$ cat config.mk
export PLATFORM = sky130hd
export DESIGN_NAME = c1d_jobq
export DESIGN_NICKNAME = d
export VERILOG_FILES = /design/src/sv/conv1d_stride_pad_macros.svh /design/src/sv/c1d_pkg.sv /design/src/sv/c1d_jobq.sv
export SDC_FILE = /design/constraint.sdc
export NUM_CORES = 1
export LEC_CHECK = 0
export ABC_AREA = 1
export BUFFER_PORTS_ARGS = -buffer_cell sky130_fd_sc_hd__buf_2
export CAP_MARGIN = 15
export CORE_AREA = 4 4 144 146
export CTS_BUF_LIST = sky130_fd_sc_hd__clkbuf_16
export DETAILED_ROUTE_END_ITERATION = 10
export DIE_AREA = 0 0 148 150
export PLACE_DENSITY = 0.56
export SKIP_CTS_REPAIR_TIMING = 1
export SYNTH_ARGS = -nofsm -noshare
export SYNTH_HDL_FRONTEND = slang
export SYNTH_SLANG_ARGS = --single-unit
$ cat constraint.sdc
create_clock -name i_clk -period 6.1 [get_ports i_clk]
set_input_delay 0.61 -clock i_clk [delete_from_list [all_inputs] [get_ports i_clk]]
set_output_delay 0.61 -clock i_clk [all_outputs]
set_load 0.1 [all_outputs]
$ cat src/sv/conv1d_stride_pad_macros.svh
// Assertion macros shared by the conv1d_stride_pad RTL.
// No dependencies; included by the files that carry assertions.
`ifndef CONV1D_STRIDE_PAD_MACROS_SVH
`define CONV1D_STRIDE_PAD_MACROS_SVH

// Same-cycle implication, disabled while reset is asserted.
`define C1D_ASSERT_IMP(lbl, clk, rst_n, ante, cons, msg) \
    lbl: assert property (@(posedge clk) disable iff (!rst_n) (ante) |-> (cons)) \
        else $error(msg);

// Next-cycle implication, disabled while reset is asserted.
`define C1D_ASSERT_NXT(lbl, clk, rst_n, ante, cons, msg) \
    lbl: assert property (@(posedge clk) disable iff (!rst_n) (ante) |=> (cons)) \
        else $error(msg);

`endif

$ cat src/sv/c1d_pkg.sv
// Package for conv1d_stride_pad: sizes, codes, payload and control types.
// No dependencies; imported by every module of the block.
`timescale 1ns / 1ps

package c1d_pkg;

    localparam int MAX_IN_CH   = 16;
    localparam int MAX_OUT_CH  = 16;
    localparam int MAX_KERNEL  = 8;
    localparam int MAX_SEQ_LEN = 4096;
    localparam int MAX_RESULTS = 64;

    localparam int ACC_W   = 40;
    localparam int QDEPTH  = 4;
    localparam int WDEPTH  = MAX_OUT_CH * MAX_KERNEL * MAX_IN_CH;
    localparam int XDEPTH  = MAX_KERNEL * MAX_IN_CH;

    localparam int CFG_IDX_W  = 3;
    localparam int CFG_DATA_W = 5;

    localparam logic [CFG_IDX_W-1:0] CFG_IN_CH  = 3'd0;
    localparam logic [CFG_IDX_W-1:0] CFG_OUT_CH = 3'd1;
    localparam logic [CFG_IDX_W-1:0] CFG_KT     = 3'd2;
    localparam logic [CFG_IDX_W-1:0] CFG_WS     = 3'd3;
    localparam logic [CFG_IDX_W-1:0] CFG_PAD    = 3'd4;

    typedef enum logic [1:0] {
        REQ_SAMPLE = 2'd0,
        REQ_WEIGHT = 2'd1,
        REQ_BIAS   = 2'd2,
        REQ_NONE   = 2'd3
    } t_req;

    typedef struct packed {
        t_req               req_type;
        logic signed [15:0] sample_value;
        logic               sample_last;
        logic [2:0]         tap_index;
        logic [3:0]         in_channel_index;
        logic [3:0]         out_channel_index;
        logic signed [15:0] coefficient;
    } t_in_item;

    typedef struct packed {
        logic signed [15:0] result_value;
        logic [12:0]        result_position;
        logic [3:0]         result_channel;
        logic               run_last;
        logic               status;
    } t_out_item;

    // Effective configuration, already clamped to legal ranges.
    typedef struct packed {
        logic [4:0] ic;
        logic [4:0] oc;
        logic [3:0] kt;
        logic [3:0] ws;
        logic [1:0] pad;
    } t_cfg;

    typedef struct packed {
        logic        is_err;
        logic        last;
        logic [13:0] start;
        logic [12:0] oidx;
        logic [12:0] len;
    } t_job;

    // Store writes from the front end to the coefficient and window stores.
    typedef struct packed {
        logic        we_w;
        logic [10:0] w_addr;
        logic        we_b;
        logic [3:0]  b_addr;
        logic [15:0] coef;
        logic        we_x;
        logic [2:0]  x_slot;
        logic [3:0]  x_ch;
        logic [15:0] x_val;
        logic        clr_x;
    } t_wr;

    typedef enum logic [1:0] {
        F_IDLE,
        F_DRAIN,
        F_SEQEND
    } t_fstate;

    typedef enum logic [2:0] {
        B_CLR,
        B_IDLE,
        B_INIT,
        B_MAC,
        B_WAIT
    } t_bstate;

endpackage

$ cat src/sv/c1d_jobq.sv
// Four-entry job queue between the front end and the MAC back end.
// Depends on c1d_pkg for the job type and depth.
`timescale 1ns / 1ps

module c1d_jobq import c1d_pkg::*; (
    input  logic i_clk,
    input  logic i_rst_n,
    input  logic i_push,
    input  t_job i_job,
    input  logic i_pop,
    output t_job o_job,
    output logic o_empty,
    output logic o_full
);

    t_job                      r_q [QDEPTH];
    logic [$clog2(QDEPTH)-1:0] r_wp;
    logic [$clog2(QDEPTH)-1:0] r_rp;
    logic [$clog2(QDEPTH):0]   r_cnt;

    logic do_push;
    logic do_pop;

    assign o_empty = (r_cnt == '0);
    assign o_full  = (r_cnt == ($clog2(QDEPTH)+1)'(QDEPTH));
    assign do_push = i_push && !o_full;
    assign do_pop  = i_pop && !o_empty;
    assign o_job   = r_q[r_rp];

    always_ff @(posedge i_clk) begin
        if (do_push) begin
            r_q[r_wp] <= i_job;
        end
    end

    always_ff @(posedge i_clk) begin
        if (!i_rst_n) begin
            r_wp  <= '0;
            r_rp  <= '0;
            r_cnt <= '0;
        end else begin
            if (do_push) begin
                r_wp <= r_wp + 1'b1;
            end
            if (do_pop) begin
                r_rp <= r_rp + 1'b1;
            end
            case ({do_push, do_pop})
                2'b10:   r_cnt <= r_cnt + 1'b1;
                2'b01:   r_cnt <= r_cnt - 1'b1;
                default: r_cnt <= r_cnt;
            endcase
        end
    end

endmodule

==> results by group <==
Route
  – Post-route DRC: 0
  – Via count: 4,062
  – Wire per inst: 17.4 um
  – Drt initial violations: 269
  – Routed vias/inst: 4.83
  – DRT Pass-1 Iters: 5
  – DRT Wirelength: 14.6 mm
  – Routed Antenna Nets: 0

Logic synthesis
  – Mapped Cells: 476
  – Synthesized flop and latch total: 177
  – Net Count, Synth: 528
  – Syn Area/Cell: 14.1 um2
  – Synth area leader: edfxtp_1
  – Synth cell types: 17
  – Synth area leaders: edfxtp_1 (75%), nor2_1 (5.3%), o21ai_0 (4.6%)
  – YS warnings: 0
  – Seq/Total Area, Yosys: 78.0%
  – Top-area cell type share of the netlist area: 75.3%
  – Synth Cell Area: 6700 um2

Final layout
  – Fillers: 1,845
  – Fin area: 7900 um2
  – Area growth, synth to finish: 17.9%
  – # nets final: 616
  – Commonest non-fill, non-tap cell in the layout: edfxtp_1
  – FF+latch area: 5230 um2
  – Share of cells above drive strength 1: 21.9%
  – Multi-input logic area: 1260 um2
  – Post-route non-filler standard cell count: 841
  – Commonest cells after routing, fill and taps aside: edfxtp_1 (168), nor2_1 (90), buf_2 (89)

Placed design
  – Placed cells: 810
  – Area of placed instances: 7390 um2
  – Routability congestion estimate: 0.742
  – DPL Wire Length: 8.30 mm
  – Port Buffers: 89

Clock tree
  – Total CTS buffers: 17
  – CTS root buf: clkbuf_16
  – Clock Path Buffers: 2
  – Clk slew on worst S/H paths: 0.06 ns
  – Later-pin clock latency in the skew report: 0.42 ns
  – CTS tree: yes
  – H-tree levels: 4
  – Clock Sinks: 177

Die
  – # rows: 51
  – Die Area: 22,200 um2
  – Starting Density: 34.5%
  – Io pins: 90
  – Die Span Y: 150 um
  – Core Region: 19,400 um2
  – Chip width: 148 um

STA
  – Min Tclk post-route: 3.73 ns
  – Clock skew: 0.0118 ns
  – Slew HR: 40.9%
  – Tcrit/Tclk final: 61.2%
  – Final setup violation count: 0
  – RSZ-0062 raised after global routing: no
  – Pins Over Slew Limit: 0
  – Count of final hold-check violations: 0
  – Setup TNS: 0 ns
  – F_max: 268 MHz
  – Least-Margin Pin Slew: 0.887 ns

Critical path
  – Req. time, crit path: 5.49 ns
  – Max FO, Critical Path: 85
  – Crit path DAT: 3.12 ns
  – CP Capture Type: output pin
  – Critical Setup Path Class: reg -> out
  – Crit path launch type: register

Power
  – Max VDD drop: 0.329 mV
  – Leak: 2.80 nW
  – Final Power: 4.11 mW
  – Pwr Density: 520 nW/um2

Run status
  – Status: finished clean

Global route
  – All-Layer GR Usage: 13.4%
  – Vias in the first global route: 4,088
  – Antenna violations before repair: 6
  – Largest net degree at the start of global routing: 86
  – First-pass GRT wire length: 22.2 mm
  – Total grt overflow: 0

Worst hold path
  – Hold WC Path Type: in -> reg

Flow run
  – Max Cap Viol: 0
==> flip-flops by register name, summed over array words and instances (netlist names), named ones only <==
| name | flops |
|---|---|
| r_wp | 2 |
| r_rp | 2 |
| r_q | 168 |
| r_cnt | 3 |
==> per-stage QoR <==
step,setup slack (ns),hold slack (ns),utilization (%)
detailed placement,2.75,0.500,38.1
finish,2.37,0.398,40.7
floorplan,3.13,0.462,-
CTS,2.30,0.380,40.7
global placement,2.83,0.477,38.1
global route,2.14,0.389,40.7
==> Yosys cell counts, drive strengths merged <==
library cell / n
a21oi: 5
buf: 15
clkbuf: 11
dfxtp: 9
edfxtp: 168
fa: 1
ha: 5
inv: 20
nand2: 15
nand3: 5
nor2: 94
o21ai: 86
o22ai: 42
==> worst max-delay path: stages, from the launching register on <==
cell,delay [ns]
dfxtp_2,0.31
buf_4,0.35
inv_2,0.57
buf_4,0.56
o21ai_0,0.16
o22ai_1,0.23
buf_2,0.47
==> path summary, 6_finish.rpt <==
| check | start | endpoint | slack (ns) | cells past startpoint |
|---|---|---|---|---|
| setup / recovery | register | o_job[19] | 2.37 | 6 |
| hold / removal | i_job[11] | r_q[3][11] | 0.40 | 1 |
| hold reg to reg | r_wp[1] | r_wp[1] | 0.50 | 2 |
| setup reg to reg | r_cnt[1] | r_cnt[2] | 3.99 | 10 |
==> where the power goes <==
group | switching, mW | internal [mW] | total, mW
clock | 0.405 | 0.543 | 0.947
combinational | 1.44 | 0.238 | 1.67
sequential | 0.0416 | 1.45 | 1.49
==> cells by family (layout without fill, tap and decap cells) <==
| group | after synthesis | in the layout | share of synthesized area (%) |
|---|---|---|---|
| AO/OA/AOI/OAI | 133 | 133 | 10.7 |
| adder cells (fa/ha/maj) | 6 | 6 | 1.23 |
| buffers and inverters | 46 | 145 | 3.59 |
| flip-flops | 177 | 177 | 78.0 |
| other | 0 | 1 | 0 |
| AND/OR/NAND/NOR | 114 | 114 | 6.48 |
==> per-layer routing <==
metal	part of all wire [%]	up-vias	GRT usage, %	wire length (um)
met5	0.53	-	0	78
met4	1.8	12	5.45	265
met3	8.6	29	6.21	1250
met2	47	111	21.3	6920
met1	42	1981	15.8	6090
li1	-	1929	-	-
==> area by class of cell <==
| class | instances | area share [%] |
|---|---|---|
| antenna | 1 | 0.0317 |
| timing repair buffer | 95 | 6.21 |
| clock buffer | 17 | 5.38 |
| tap | 265 | 4.20 |
| clock inverter | 13 | 1.08 |
| multi-input combinational | 253 | 16.0 |
| sequential | 177 | 66.1 |
| inverter | 20 | 0.950 |
Power figures use the tool's default switching activity.
