### src/sv/conv1d_stride_pad_macros.svh
// Assertion macros shared by the conv1d_stride_pad RTL.
// No dependencies; included by the files that carry assertions.
`ifndef CONV1D_STRIDE_PAD_MACROS_SVH
`define CONV1D_STRIDE_PAD_MACROS_SVH

// Same-cycle implication, disabled while reset is asserted.
`define C1D_ASSERT_IMP(lbl, clk, rst_n, ante, cons, msg) \
    lbl: assert property (@(posedge clk) disable iff (!rst_n) (ante) |-> (cons)) \
        else $error(msg);

// Next-cycle implication, disabled while reset is asserted.
`define C1D_ASSERT_NXT(lbl, clk, rst_n, ante, cons, msg) \
    lbl: assert property (@(posedge clk) disable iff (!rst_n) (ante) |=> (cons)) \
        else $error(msg);

`endif

### src/sv/c1d_pkg.sv
// Package for conv1d_stride_pad: sizes, codes, payload and control types.
// No dependencies; imported by every module of the block.
`timescale 1ns / 1ps

package c1d_pkg;

    localparam int MAX_IN_CH   = 16;
    localparam int MAX_OUT_CH  = 16;
    localparam int MAX_KERNEL  = 8;
    localparam int MAX_SEQ_LEN = 4096;
    localparam int MAX_RESULTS = 64;

    localparam int ACC_W   = 40;
    localparam int QDEPTH  = 4;
    localparam int WDEPTH  = MAX_OUT_CH * MAX_KERNEL * MAX_IN_CH;
    localparam int XDEPTH  = MAX_KERNEL * MAX_IN_CH;

    localparam int CFG_IDX_W  = 3;
    localparam int CFG_DATA_W = 5;

    localparam logic [CFG_IDX_W-1:0] CFG_IN_CH  = 3'd0;
    localparam logic [CFG_IDX_W-1:0] CFG_OUT_CH = 3'd1;
    localparam logic [CFG_IDX_W-1:0] CFG_KT     = 3'd2;
    localparam logic [CFG_IDX_W-1:0] CFG_WS     = 3'd3;
    localparam logic [CFG_IDX_W-1:0] CFG_PAD    = 3'd4;

    typedef enum logic [1:0] {
        REQ_SAMPLE = 2'd0,
        REQ_WEIGHT = 2'd1,
        REQ_BIAS   = 2'd2,
        REQ_NONE   = 2'd3
    } t_req;

    typedef struct packed {
        t_req               req_type;
        logic signed [15:0] sample_value;
        logic               sample_last;
        logic [2:0]         tap_index;
        logic [3:0]         in_channel_index;
        logic [3:0]         out_channel_index;
        logic signed [15:0] coefficient;
    } t_in_item;

    typedef struct packed {
        logic signed [15:0] result_value;
        logic [12:0]        result_position;
        logic [3:0]         result_channel;
        logic               run_last;
        logic               status;
    } t_out_item;

    // Effective configuration, already clamped to legal ranges.
    typedef struct packed {
        logic [4:0] ic;
        logic [4:0] oc;
        logic [3:0] kt;
        logic [3:0] ws;
        logic [1:0] pad;
    } t_cfg;

    typedef struct packed {
        logic        is_err;
        logic        last;
        logic [13:0] start;
        logic [12:0] oidx;
        logic [12:0] len;
    } t_job;

    // Store writes from the front end to the coefficient and window stores.
    typedef struct packed {
        logic        we_w;
        logic [10:0] w_addr;
        logic        we_b;
        logic [3:0]  b_addr;
        logic [15:0] coef;
        logic        we_x;
        logic [2:0]  x_slot;
        logic [3:0]  x_ch;
        logic [15:0] x_val;
        logic        clr_x;
    } t_wr;

    typedef enum logic [1:0] {
        F_IDLE,
        F_DRAIN,
        F_SEQEND
    } t_fstate;

    typedef enum logic [2:0] {
        B_CLR,
        B_IDLE,
        B_INIT,
        B_MAC,
        B_WAIT
    } t_bstate;

endpackage

### src/sv/c1d_front.sv
// Front end: accepts requests, tracks sequence position and emits window jobs.
// Depends on c1d_pkg; feeds c1d_jobq and the store write port of c1d_back.
`timescale 1ns / 1ps

module c1d_front import c1d_pkg::*; (
    input  logic     i_clk,
    input  logic     i_rst_n,
    input  t_cfg     i_cfg,
    input  logic     i_push,
    input  t_in_item i_item,
    output logic     o_full,
    input  logic     i_q_empty,
    input  logic     i_q_full,
    input  logic     i_back_idle,
    output logic     o_job_push,
    output t_job     o_job,
    output t_wr      o_wr
);

    t_fstate     r_state, n_state;
    logic [12:0] r_pc, n_pc;
    logic [3:0]  r_cc, n_cc;
    logic [13:0] r_start, n_start;
    logic [12:0] r_oidx, n_oidx;
    logic [13:0] r_limit1, n_limit1;
    logic [6:0]  r_nres, n_nres;
    logic        r_last, n_last;

    logic        can_acc;
    logic        accept;
    logic [12:0] pc1;
    logic [13:0] total;
    logic        exists;
    logic        nxt_exists;
    logic        emit;
    logic        more;

    assign can_acc = (r_state == F_IDLE) && i_back_idle && i_q_empty;
    assign o_full  = !can_acc;
    assign accept  = i_push && can_acc;

    assign pc1   = (r_pc < 13'(MAX_SEQ_LEN)) ? r_pc + 13'd1 : r_pc;
    assign total = 14'(pc1) + 14'({i_cfg.pad, 1'b0});

    assign exists     = (15'(r_start) + 15'(i_cfg.kt)) <= 15'(r_limit1);
    assign nxt_exists = (15'(r_start) + 15'(i_cfg.ws) + 15'(i_cfg.kt)) <= 15'(r_limit1);
    assign emit       = (8'(r_nres) + 8'(i_cfg.oc)) <= 8'(MAX_RESULTS);
    assign more       = nxt_exists && ((8'(r_nres) + 8'({i_cfg.oc, 1'b0})) <= 8'(MAX_RESULTS));

    always_comb begin
        n_state    = r_state;
        n_pc       = r_pc;
        n_cc       = r_cc;
        n_start    = r_start;
        n_oidx     = r_oidx;
        n_limit1   = r_limit1;
        n_nres     = r_nres;
        n_last     = r_last;
        o_wr       = '0;
        o_job_push = 1'b0;
        o_job      = '0;
        o_job.start = r_start;
        o_job.oidx  = r_oidx;
        o_job.len   = r_pc;

        case (r_state)
            F_IDLE: begin
                if (accept) begin
                    case (i_item.req_type)
                        REQ_WEIGHT: begin
                            o_wr.we_w   = 1'b1;
                            o_wr.w_addr = {i_item.out_channel_index, i_item.tap_index,
                                           i_item.in_channel_index};
                            o_wr.coef   = i_item.coefficient;
                        end
                        REQ_BIAS: begin
                            o_wr.we_b   = 1'b1;
                            o_wr.b_addr = i_item.out_channel_index;
                            o_wr.coef   = i_item.coefficient;
                        end
                        REQ_SAMPLE: begin
                            if (r_pc < 13'(MAX_SEQ_LEN)) begin
                                o_wr.we_x   = 1'b1;
                                o_wr.x_slot = r_pc[2:0] + 3'(i_cfg.pad);
                                o_wr.x_ch   = r_cc;
                                o_wr.x_val  = i_item.sample_value;
                            end
                            if ((5'(r_cc) + 5'd1 >= i_cfg.ic) || i_item.sample_last) begin
                                n_cc   = '0;
                                n_pc   = pc1;
                                n_nres = '0;
                                if (i_item.sample_last) begin
                                    if (total < 14'(i_cfg.kt)) begin
                                        // Too short for any window: one error result.
                                        o_job_push   = 1'b1;
                                        o_job.is_err = 1'b1;
                                        o_job.last   = 1'b1;
                                        n_state      = F_SEQEND;
                                    end else begin
                                        n_limit1 = total;
                                        n_last   = 1'b1;
                                        n_state  = F_DRAIN;
                                    end
                                end else begin
                                    n_limit1 = 14'(pc1) + 14'(i_cfg.pad);
                                    n_last   = 1'b0;
                                    n_state  = F_DRAIN;
                                end
                            end else begin
                                n_cc = r_cc + 4'd1;
                            end
                        end
                        default: begin
                        end
                    endcase
                end
            end
            F_DRAIN: begin
                if (!exists) begin
                    n_state = r_last ? F_SEQEND : F_IDLE;
                end else if (!emit || !i_q_full) begin
                    // A window that would overrun the result budget is counted only.
                    if (emit) begin
                        o_job_push = 1'b1;
                        o_job.last = !more;
                        n_nres     = r_nres + 7'(i_cfg.oc);
                    end
                    n_start = r_start + 14'(i_cfg.ws);
                    n_oidx  = r_oidx + 13'd1;
                end
            end
            F_SEQEND: begin
                // The window store is cleared only once queued windows have been read.
                if (i_back_idle && i_q_empty) begin
                    o_wr.clr_x = 1'b1;
                    n_pc       = '0;
                    n_start    = '0;
                    n_oidx     = '0;
                    n_state    = F_IDLE;
                end
            end
            default: n_state = F_IDLE;
        endcase
    end

    always_ff @(posedge i_clk) begin
        if (!i_rst_n) begin
            r_state  <= F_IDLE;
            r_pc     <= '0;
            r_cc     <= '0;
            r_start  <= '0;
            r_oidx   <= '0;
            r_limit1 <= '0;
            r_nres   <= '0;
            r_last   <= 1'b0;
        end else begin
            r_state  <= n_state;
            r_pc     <= n_pc;
            r_cc     <= n_cc;
            r_start  <= n_start;
            r_oidx   <= n_oidx;
            r_limit1 <= n_limit1;
            r_nres   <= n_nres;
            r_last   <= n_last;
        end
    end

endmodule

### config.mk
export PLATFORM = sky130hd
export DESIGN_NAME = c1d_front
export DESIGN_NICKNAME = d
export VERILOG_FILES = /design/src/sv/conv1d_stride_pad_macros.svh /design/src/sv/c1d_pkg.sv /design/src/sv/c1d_front.sv
export SDC_FILE = /design/constraint.sdc
export NUM_CORES = 1
export LEC_CHECK = 0
export BUFFER_PORTS_ARGS = -buffer_cell sky130_fd_sc_hd__buf_2
export CORE_UTILIZATION = 30
export CTS_CLUSTER_DIAMETER = 200
export CTS_CLUSTER_SIZE = 14
export DETAILED_ROUTE_END_ITERATION = 10
export PLACE_DENSITY = 0.53
export REMOVE_ABC_BUFFERS = 1
export SKIP_CTS_REPAIR_TIMING = 1
export SYNTH_ARGS = -nofsm -noshare
export SYNTH_HDL_FRONTEND = slang
export SYNTH_SLANG_ARGS = --single-unit
export TNS_END_PERCENT = 50
### constraint.sdc
create_clock -name i_clk -period 3.84 [get_ports i_clk]
set_clock_uncertainty 0.15 [all_clocks]
set_input_delay 0 -clock i_clk [delete_from_list [all_inputs] [get_ports i_clk]]
set_output_delay 0 -clock i_clk [all_outputs]
set_load 0.02 [all_outputs]
==> key figures, run 1 <==
STA
  – Setup TNS Final: -0.200 ns
  – Min Clock Period, post-route: 3.96 ns
  – Final worst path period share: 1.03
  – Final slew viol count: 0
  – RSZ-0062 raised after global routing: true
  – Fmax achieved: between 0.2 and 0.3 GHz
  – Worst slew pin tran: about 1.1 ns
  – Final hold vios: 1
  – Final hold slack: -0.0354 ns
  – Final setup viols: 6
  – Setup ws final: -0.118 ns
  – Slew headroom: 0.272

Clock network
  – Clk_lat worst skew: ~0.34 ns
  – CTS clk-pin slew, worst paths: approximately 0.050 ns
  – CTS Sinks: 68
  – Clk buf depth: 2
  – H-tree levels: 3
  – Root Buffer: clkbuf_16
  – CTS tree: yes
  – CTS Buf Count: 9

Floorplanning
  – Initial Utilization: 0.310
  – Area of the core: 21300 um2
  – Boundary Pins: roughly 170
  – FP Rows: between 50 and 60
  – DIE AREA: ~23000 um2
  – Die Ht: ~150 um
  – Chip width: approximately 150 um

Run status
  – Status: complete, but fails checks
  – Violated checks: hold timing, setup timing

Critical path
  – CP Cell Sequence: inv_1 -> fa_1 -> inv_2 -> ha_4 -> inv_2 -> fa_2 -> inv_1 -> a21o_1 -> a21oi_4 -> nor2_2 -> xor2_1 -> ha_1 -> and4_1 -> nand2_2 -> or4_4 -> a31oi_4 -> o22ai_2 -> buf_6
  – Slowest stage delay, CP: 0.50 ns
  – Worst setup endpoint: o_job[40]
  – WP data required: 3.69 ns
  – Reg2Reg Depth: 19
  – CP Max Fanout: 5
  – Crit. End Element: output pin
  – Reg2Reg Setup Slack: -0.03 ns
  – End of the worst register-to-register path: r_start[13]$_SDFFE_PN0P_
  – CP Data Arrival Time: 3.81 ns
  – Reg2reg start: r_start[1]$_SDFFE_PN0P_
  – Critical Path Source Type: register
  – Slowest cell on crit path: or4_4
  – Critical Path Source: r_start[1]$_SDFFE_PN0P_
  – CP Class: register to output pin

Power and ir drop
  – Switching part of the total: 0.259
  – Power per cell area: 210 nW/um2
  – VDD IR max: 0.194 mV
  – Seq pwr share: 0.379
  – Pleak: between 4 and 5 nW
  – Internal power: about 0.0014 W
  – Sw Pwr: 0.000485 W
  – Clk pwr share: 0.468
  – Combinational fraction of design power: 0.154

Synthesis
  – Register bit total from synthesis: approximately 70
  – Post-synthesis sequential area ratio: 0.206
  – Mapped Cells: just over 800
  – Post-synth EDFFs: 0
  – Predominant post-synthesis flop cell: dfxtp_1
  – Post-synth cell types: 66
  – Avg Cell Area, Syn: around 8.0 um2
  – Ys Warns: 0
  – Cell Area, Synth: roughly 6600 um2
  – Ys async rst share: 0

Global route
  – Wire length of the first global-routing pass: between 30000 and 40000 um
  – Total grt overflow: 0
  – Tot GR Track Use: 0.167
  – Initial antenna violation count: 0
  – Largest net degree at the start of global routing: 38
  – Vias in the first global route: between 5000 and 6000

Drt
  – Via count: between 6000 and 7000
  – Mean routed wirelength per cell: 14.7 um
  – DRT Pass-1 Iters: 5
  – Initial DRC count: around 310
  – Vias per inst: roughly 5.0
  – Wirelength, routed: roughly 19000 um
  – Post-route antenna net violation count: 0
  – Drt drc: 0

Final layout
  – Antenna Diode Count: 0
  – Most common cell after layout, fill and taps aside: buf_2
  – Nets: roughly 1200
  – Final instance area: just under 9000 um2
  – Core Util, Final: 0.419
  – Share of cells above drive strength 1: 0.329
  – Most frequent cells in the layout: buf_2 (171), ha_1 (66), dfxtp_1 (65), nor2_1 (63), xnor2_1 (59)
  – Fillers: approximately 2100
  – Synth-to-Final Area Change: 35.1%

Placement
  – DP Worst Slack: -0.215 ns
  – Port bufs: roughly 170
  – Placed cell areas: between 7000 and 8000 um2
  – Post-DP HPWL: ~15000 um
  – RD Place Congestion: about 0.83

Job
  – Max-cap violation count: 0

Min path
  – Hold/Removal Path Class: input port to register
-- stage by stage --
step	std cells	hold WS, ns	total power, W
6_report	1310	-0.0354	0.00187
5_1_grt	1310	0.0244	0.00195
4_1_cts	1292	-0.116	0.00186
3_5_place_dp	1277	0.166	0.000976
3_3_place_gp	1277	0.166	0.000976
2_1_floorplan	783	-0.0324	0.000866
-- metal layers --
layer  vias to the layer above  part of all wire  global-route usage
met2                       140              0.47               0.274
met4                         0             0.011              0.0485
met1                      3023              0.48               0.227
li1                       3333                 -                   -
met3                        12             0.036              0.0203
met5                         -                 0                   0
-- how the worst min path moves through the flow --
stage	startpoint	end	cells after the start
2_1_floorplan	i_rst_n	r_state[1]$_SDFFE_PN0P_	1
3_3_place_gp	i_item[40]	o_wr[13]	3
3_5_place_dp	i_item[34]	o_wr[7]	3
4_1_cts	i_q_full	r_nres[5]$_SDFFE_PN0P_	4
5_1_grt	i_back_idle	r_state[1]$_SDFFE_PN0P_	5
6_report	i_cfg[3]	r_start[1]$_SDFFE_PN0P_	4
-- registers in the layout, summed over array words and instances (netlist names) --
register / cells
r_pc: 13
r_start: 14
r_last: 1
r_nres: 7
r_state: 2
r_oidx: 13
r_limit1: 14
r_cc: 4
-- cell type report --
| class | count | area (um2) | area share |
|---|---|---|---|
| Clock inverter | 3 | 45.0 | 0.00505 |
| Tap cell | 275 | 344 | 0.0386 |
| Multi-Input combinational cell | 662 | 5240 | 0.588 |
| Timing Repair Buffer | 236 | 1450 | 0.163 |
| Clock buffer | 12 | 267 | 0.0299 |
| Inverter | 54 | 203 | 0.0227 |
| Sequential cell | 68 | 1370 | 0.153 |
-- synth_stat cells (2+ instances only) --
cell | count | share of area
and4_1 | 7 | 0.0093
mux2i_1 | 5 | 0.0076
nand4_1 | 12 | 0.011
o211ai_1 | 5 | 0.0057
nand2_1 | 43 | 0.024
xnor2_1 | 60 | 0.080
fa_1 | 12 | 0.036
nor4_1 | 13 | 0.012
buf_4 | 7 | 0.0080
and2_1 | 31 | 0.029
nand4b_1 | 5 | 0.0066
o22ai_1 | 4 | 0.0038
a21o_1 | 20 | 0.023
nor3b_1 | 4 | 0.0046
o211a_1 | 2 | 0.0030
o2bb2ai_1 | 2 | 0.0027
a211oi_2 | 4 | 0.0076
nor2_1 | 68 | 0.039
nor3_1 | 25 | 0.019
inv_1 | 54 | 0.031
o21ai_0 | 26 | 0.020
nand2b_1 | 5 | 0.0047
dfxtp_1 | 68 | 0.21
a211o_1 | 2 | 0.0027
nor2b_1 | 11 | 0.010
clkbuf_1 | 32 | 0.018
o31ai_1 | 2 | 0.0023
o21a_1 | 7 | 0.0080
ha_1 | 69 | 0.13
xor2_1 | 21 | 0.028
o21bai_1 | 3 | 0.0034
o2111ai_1 | 2 | 0.0027
nand3_1 | 39 | 0.030
o31ai_2 | 10 | 0.019
a21oi_1 | 50 | 0.038
a211oi_1 | 3 | 0.0034
and3_1 | 38 | 0.036
a22oi_1 | 5 | 0.0057
or2_2 | 2 | 0.0019
buf_6 | 2 | 0.0034
a31oi_1 | 6 | 0.0057
buf_2 | 5 | 0.0038
or3_1 | 15 | 0.014
nor4_2 | 2 | 0.0038
-- critical path, delay by kind of cell, from the launching register on --
kind	cells	cell delay [ns]
compound gates	4	0.71
fa+ha+maj	4	1.08
buf+inv	5	0.35
xor+xnor	1	0.14
simple gates	4	0.87
flops	1	0.32
-- power groups by stage --
stage / combinational [W] / sequential [W] / clock [W]
after global placement: 0.000253 / 0.000723 / 0
after detailed placement: 0.000253 / 0.000723 / 0
after global routing: 0.000321 / 0.000707 / 0.000922
after floorplan: 0.000143 / 0.000723 / 0
after CTS: 0.000255 / 0.000707 / 0.000894
final: 0.000287 / 0.000708 / 0.000874
-- cells by family (layout without fill, tap and decap cells) --
| kind of cell | Yosys count | after routing | synth area share |
|---|---|---|---|
| multiplexers | 6 | 6 | 0.00929 |
| XOR/XNOR | 82 | 82 | 0.110 |
| flip-flops | 68 | 68 | 0.206 |
| adder cells (fa/ha/maj) | 81 | 81 | 0.167 |
| AND/OR/NAND/NOR | 331 | 331 | 0.275 |
| buffers and inverters | 101 | 305 | 0.0647 |
| AO/OA/AOI/OAI | 161 | 162 | 0.168 |
Note: power is estimated with default switching activity, not from simulation.
==> run 2: changes to the inputs <==
--- a/config.mk
+++ b/config.mk
@@ -10,7 +10,8 @@
 export CTS_CLUSTER_DIAMETER = 200
 export CTS_CLUSTER_SIZE = 14
 export DETAILED_ROUTE_END_ITERATION = 10
-export PLACE_DENSITY = 0.53
+export PLACE_DENSITY = 0.48
+export RECOVER_POWER = 100
 export REMOVE_ABC_BUFFERS = 1
 export SKIP_CTS_REPAIR_TIMING = 1
 export SYNTH_ARGS = -nofsm -noshare
==> key figures, run 2 (synthesis results as in run 1) <==
Run status
  – Status: complete, but fails checks
  – Violated checks: setup timing

Drt
  – Drt drc: 0 (unchanged)
  – Mean routed wirelength per cell: 15.2 um (+3.2%)
  – Initial DRC count: 337 (+9.1%)
  – Via count: 6559 (+0.78%)
  – DRT Pass-1 Iters: 4 (-1)
  – Wirelength, routed: 20000 um (+3.8%)
  – Post-route antenna net violation count: 0 (unchanged)
  – Vias per inst: 4.98 (+0.17%)

STA
  – Final worst path period share: 1.05 (+0.0184)
  – Final hold vios: 0 (-1)
  – RSZ-0062 raised after global routing: true
  – Final hold slack: 0.0183 ns (+0.0537 ns)
  – Final setup viols: 16 (+10)
  – Fmax achieved: 0.248 GHz (-1.8%)
  – Min Clock Period, post-route: 4.03 ns (+0.0707 ns)
  – Slew headroom: 0.273 (+0.00120)
  – Setup TNS Final: -0.857 ns (-0.657 ns)
  – Setup ws final: -0.189 ns (-0.0707 ns)
  – Worst slew pin tran: 1.09 ns (+0.00561 ns)
  – Final slew viol count: 0 (unchanged)

Final layout
  – Synth-to-Final Area Change: 34.9%
  – Largest regs: r_limit1 x14, r_start x14
  – Share of cells above drive strength 1: 0.258 (-0.0706)
  – Antenna Diode Count: 0 (unchanged)
  – Most common cell after layout, fill and taps aside: buf_2
  – Nets: 1191 (+0.59%)
  – Core Util, Final: 0.418 (-0.000647)
  – Final instance area: 8900 um2 (-0.15%)
  – Most frequent cells in the layout: buf_2 (104), clkbuf_1 (75), ha_1 (67), nor2_1 (65), dfxtp_1 (65)
  – Fillers: 2168 (+3.4%)

Placement
  – Placed cell areas: 7970 um2 (+0.38%)
  – Post-DP HPWL: 14900 um (+2.3%)
  – RD Place Congestion: 0.804 (-3.5%)
  – Port bufs: 173 (unchanged)

Floorplanning
  – FP Rows: 53 (unchanged)
  – Area of the core: 21300 um2 (unchanged)
  – Die Ht: 150 um (unchanged)
  – Chip width: 150 um (unchanged)
  – Boundary Pins: 174 (unchanged)
  – Initial Utilization: 0.310 (unchanged)
  – DIE AREA: 22600 um2 (unchanged)

Clock network
  – CTS Sinks: 68 (unchanged)
  – CTS clk-pin slew, worst paths: 0.06 ns (about the same)
  – CTS tree: yes
  – CTS Buf Count: 9 (unchanged)
  – Root Buffer: clkbuf_16
  – Clk_lat worst skew: 0.34 ns (about the same)
  – H-tree levels: 3 (unchanged)
  – Clk buf depth: 2 (unchanged)

Critical path
  – End of the worst register-to-register path: r_start[4]$_SDFFE_PN0P_
  – Crit. End Element: output pin
  – Reg2Reg Setup Slack: -0.11 ns (-0.08 ns)
  – CP Data Arrival Time: 3.88 ns (+0.07 ns)
  – Critical Path Source Type: register
  – Reg2reg start: r_start[1]$_SDFFE_PN0P_
  – CP Max Fanout: 5 (unchanged)
  – Reg2Reg Depth: 21 (+2)
  – Worst setup endpoint: o_job[40]
  – Critical Path Source: r_start[1]$_SDFFE_PN0P_
  – CP Class: register to output pin
  – WP data required: 3.69 ns (about the same)

Global route
  – Wire length of the first global-routing pass: 30400 um (+1.1%)
  – Total grt overflow: 0 (unchanged)
  – Largest net degree at the start of global routing: 38 (unchanged)
  – Initial antenna violation count: 0 (unchanged)
  – Tot GR Track Use: 0.170 (+0.00336)
  – Vias in the first global route: 5863 (-1.4%)

Power and ir drop
  – Pleak: 4.02 nW (-5.7%)
  – VDD IR max: 0.213 mV (+9.9%)
  – Power per cell area: 223 nW/um2 (+6.3%)

Job
  – Max-cap violation count: 0 (unchanged)

Min path
  – Hold/Removal Path Class: input port to register
  – Hold path startpoint: i_back_idle
[run 2: layer usage]
metal	GRT usage	wire [um]	vias up	part of all wire
li1	-	-	3348	-
met1	0.233	9530	3055	0.48
met2	0.278	9350	140	0.47
met3	0.0300	927	16	0.046
met4	0.0364	179	0	0.0090
met5	0	0	-	0
[run 2: per-stage QoR]
step                      worst slack (ns)  total power, W  std cells
final                               -0.189         0.00198       1318
after global routing                -0.328         0.00207       1318
after CTS                           -0.554         0.00199       1297
after detailed placement            -0.156        0.000977       1281
after global placement              -0.120        0.000978       1281
after floorplan                     -0.201        0.000866        783
[run 2: worst min-delay path by stage]
stage	end	slack [ns]	depth (start not counted)
floorplan	r_state[1]$_SDFFE_PN0P_	-0.03	1
global placement	o_wr[12]	0.17	3
detailed placement	o_wr[11]	0.17	3
CTS	r_nres[5]$_SDFFE_PN0P_	-0.12	4
global route	r_state[1]$_SDFFE_PN0P_	0.05	5
finish	r_state[1]$_SDFFE_PN0P_	0.02	5
[run 2: layout make-up]
cell class,instances,area (um2),area share
multi-input combinational,661,5250,0.590
tap,275,344,0.0386
clock inverter,4,95.1,0.0107
sequential,68,1370,0.154
inverter,54,203,0.0228
clock buffer,12,256,0.0288
timing repair buffer,244,1390,0.156
[run 2: critical path: stages, from the launching register on]
cell and delay (ns):
dfxtp_2 0.33, inv_2 0.04, fa_1 0.47, inv_1 0.04, ha_2 0.18, inv_2 0.06
fa_2 0.19, inv_1 0.04, a21o_1 0.18, a21oi_4 0.21, nor2_2 0.05, xor2_1 0.14
ha_1 0.29, and4_1 0.21, nand2_1 0.07, or4_1 0.54, a31oi_2 0.19, o22ai_1 0.12
buf_4 0.17
[run 2: power by group]
group,switching (W),leakage [nW],internal (W)
Sequential,0.000000907,0.549,0.000706
Combinational,0.000161,3.30,0.000117
Clock,0.000328,0.173,0.000669
Total,0.000490,4.02,0.00149
==> run 3: changes to the inputs <==
--- a/config.mk
+++ b/config.mk
@@ -5,7 +5,8 @@
 export SDC_FILE = /design/constraint.sdc
 export NUM_CORES = 1
 export LEC_CHECK = 0
-export BUFFER_PORTS_ARGS = -buffer_cell sky130_fd_sc_hd__buf_2
+export ABC_AREA = 1
+export BUFFER_PORTS_ARGS = -buffer_cell sky130_fd_sc_hd__buf_4
 export CORE_UTILIZATION = 30
 export CTS_CLUSTER_DIAMETER = 200
 export CTS_CLUSTER_SIZE = 14
==> key figures, run 3 <==
Final layout
  – Most frequent cells in the layout: nand2_1 (294), nor2_1 (185), inv_1 (143), buf_4 (99), nand3_1 (86)
  – Share of cells above drive strength 1: 0.152 (-0.106)
  – Most common cell after layout, fill and taps aside: nand2_1
  – Largest regs: r_limit1 x14, r_start x14
  – Synth-to-Final Area Change: 24.8%
  – Fin cells: 1675 (+27%)
  – Nets: 1504 (+26%)
  – Antenna Diode Count: 0 (unchanged)
  – Fillers: 2671 (+23%)
  – Final instance area: 8960 um2 (+0.67%)

STA
  – RSZ-0062 raised after global routing: true
  – Slew headroom: 0.190 (-0.0828)
  – Fmax achieved: 0.257 GHz (+3.6%)
  – Final setup viols: 1 (-15)
  – Final hold slack: -0.0146 ns (-0.0328 ns)
  – Final hold vios: 2 (+2)
  – Final slew viol count: 0 (unchanged)
  – Worst slew pin tran: 1.21 ns (+0.128 ns)
  – Setup ws final: -0.0477 ns (+0.141 ns)
  – Min Clock Period, post-route: 3.89 ns (-0.141 ns)
  – Final worst path period share: 1.01 (-0.0367)

Critical path
  – CP Data Arrival Time: 3.74 ns (-0.14 ns)
  – Slowest cell on crit path: fa_1
  – CP Class: register to output pin
  – CP Max Fanout: 3 (-2)
  – Crit. End Element: output pin
  – Slowest stage delay, CP: 0.42 ns (-0.12 ns)
  – Reg2Reg Setup Slack: 0.23 ns (+0.34 ns)
  – CP Cell Sequence: inv_2 -> fa_1 -> inv_1 -> ha_2 -> inv_2 -> fa_2 -> nand3b_1 -> and2_4 -> xor2_1 -> ha_1 -> nand2_1 -> o21ai_1 -> a21oi_1 -> nor3_1 -> o21ai_1 -> o211ai_1 -> nand2_1 -> nand2_1 -> inv_1 -> o21ai_1 -> buf_4
  – Critical Path Source Type: register
  – WP data required: 3.69 ns (about the same)

Placement
  – Port bufs: 173 (unchanged)
  – RD Place Congestion: 0.843 (+4.8%)
  – Placed cell areas: 8880 um2 (+11%)
  – Post-DP HPWL: 16700 um (+12%)
  – DP Worst Slack: 0.123 ns (+0.279 ns)
  – Cells after DPL: 1652 (+29%)

Drt
  – Vias per inst: 4.56 (-8.4%)
  – Wirelength, routed: 21200 um (+6.1%)
  – Initial DRC count: 389 (+15%)
  – Via count: 7633 (+16%)
  – Post-route antenna net violation count: 0 (unchanged)
  – Drt drc: 0 (unchanged)
  – DRT Pass-1 Iters: 5 (+1)
  – Mean routed wirelength per cell: 12.7 um (-16%)

Synthesis
  – Post-synth top cells: nand2_1 (297), nor2_1 (191), inv_1 (146)
  – Mapped Cells: 1180 (+42%)
  – Top cells by area, synth: dfxtp_1 (19%), nand2_1 (16%), ha_1 (12%)
  – Count leader, synth: nand2_1
  – Avg Cell Area, Syn: 6.09 um2 (-23%)
  – Post-synthesis sequential area ratio: 0.190 (-0.0168)
  – Post-synth EDFFs: 0 (unchanged)
  – Ys Warns: 0 (unchanged)
  – Predominant post-synthesis flop cell: dfxtp_1
  – Post-synth cell types: 42 (-36%)
  – Register bit total from synthesis: 68 (unchanged)
  – Ys async rst share: 0 (unchanged)
  – Area leader, netlist: dfxtp_1
  – Synth top area share: 0.190 (-0.0168)
  – Cell Area, Synth: 7180 um2 (+8.9%)

Floorplanning
  – Area of the core: 23500 um2 (+10%)
  – Chip width: 157 um (+4.3%)
  – Die Ht: 157 um (+4.3%)
  – FP Rows: 56 (+5.7%)
  – DIE AREA: 24600 um2 (+8.7%)
  – Initial Utilization: 0.306 (-0.00397)
  – Boundary Pins: 174 (unchanged)

Global route
  – Wire length of the first global-routing pass: 35600 um (+17%)
  – GR Util met1: 0.249 (+0.0160)
  – Total grt overflow: 0 (unchanged)
  – Global-route met2 utilization: 0.293 (+0.0155)
  – Tot GR Track Use: 0.180 (+0.00972)
  – Vias in the first global route: 7189 (+23%)
  – GRT Max-Usage Layer: met2
  – GR Util met3: 0.0208 (-0.00923)
  – Largest net degree at the start of global routing: 38 (unchanged)
  – Initial antenna violation count: 0 (unchanged)

Run status
  – Violated checks: hold timing, setup timing
  – Status: complete, but fails checks

Clock network
  – Root Buffer: clkbuf_16
  – CTS Buf Count: 9 (unchanged)
  – CTS Sinks: 68 (unchanged)
  – Clk_lat worst skew: 0.35 ns (about the same)
  – H-tree levels: 3 (unchanged)
  – Clk buf depth: 2 (unchanged)
  – CTS clk-pin slew, worst paths: 0.06 ns (about the same)
  – CTS tree: yes

Power and ir drop
  – Seq pwr share: 0.360 (+0.004)
  – Power per cell area: 222 nW/um2 (-0.44%)
  – Combinational fraction of design power: 0.197 (+0.057)
  – Switching part of the total: 0.302 (+0.0552)
  – VDD IR max: 0.136 mV (-36%)
  – Pleak: 4.23 nW (+5.3%)
  – Sw Pwr: 0.000601 W (+23%)
  – Clk pwr share: 0.442 (-0.061)
  – Internal power: 0.00139 W (-7.1%)

Min path
  – Hold/Removal Path Class: input port to register

Job
  – Max-cap violation count: 0 (unchanged)
run 3: cell types whose count changed in the layout (fill, tap and decap cells not counted), sizes merged, moves of 37 or more:
cell / delta
and3: -37
buf: -60
inv: +103
nand2: +268
nand3: +50
nor2: +135
xnor2: -43
run 3: layer usage:
layer	share of wire	wire (um)
met1	0.51	10700
met3	0.032	669
met5	0	0
met2	0.45	9560
met4	0.011	235
run 3: cell type report:
cell class	count	area, um2	share of cell area
timing repair buffer	197	1190	0.133
multi-input combinational	916	5100	0.569
clock inverter	7	75.1	0.00838
inverter	159	599	0.0669
sequential	68	1370	0.153
tap	319	399	0.0445
clock buffer	9	225	0.0251
run 3: metrics by stage:
stage / power, W / util / setup TNS, ns
4_1_cts: 0.00202 / 0.391 / -0.308
3_5_place_dp: 0.00112 / 0.378 / 0
6_report: 0.00199 / 0.382 / -0.0477
2_1_floorplan: 0.000959 / - / 0
5_1_grt: 0.00210 / 0.382 / -2.17
3_3_place_gp: 0.00112 / 0.378 / 0
run 3: cell families (layout without fill, tap and decap cells):
logic type	after synthesis	after routing	synth area share
simple gates	652	652	0.390
buf+inv	196	372	0.107
compound gates	126	126	0.0909
fa+ha+maj	81	81	0.154
flops	68	68	0.190
xor+xnor	57	57	0.0695
run 3: worst paths after layout:
kind	from	endpoint	cells past startpoint
hold reg to reg	r_cc[3]$_SDFFE_PN0P_	r_cc[3]$_SDFFE_PN0P_	2
setup reg to reg	r_pc[1]$_SDFFE_PN0P_	r_limit1[6]$_SDFFE_PN0P_	22
hold / removal	i_item[27]	r_limit1[1]$_SDFFE_PN0P_	5
setup / recovery	r_start[1]$_SDFFE_PN0P_	o_job[40]	21
run 3: power groups by stage:
stage	Sequential (W)	Combinational (W)	Clock, W
floorplan	0.000734	0.000225	0
global placement	0.000732	0.000389	0
detailed placement	0.000732	0.000391	0
CTS	0.000716	0.000393	0.000907
global route	0.000716	0.000452	0.000933
finish	0.000716	0.000392	0.000879
run 3: worst max-delay path: cells and delay by family, from the launching register on:
| kind | cells | cell delay [ns] |
|---|---|---|
| AOI/OAI and AO/OA | 5 | 0.48 |
| buffers and inverters | 5 | 0.34 |
| and+or+nand+nor | 6 | 0.78 |
| DFF | 1 | 0.36 |
| xor gates and xnor gates | 1 | 0.14 |
| adders and majority gates | 4 | 1.29 |
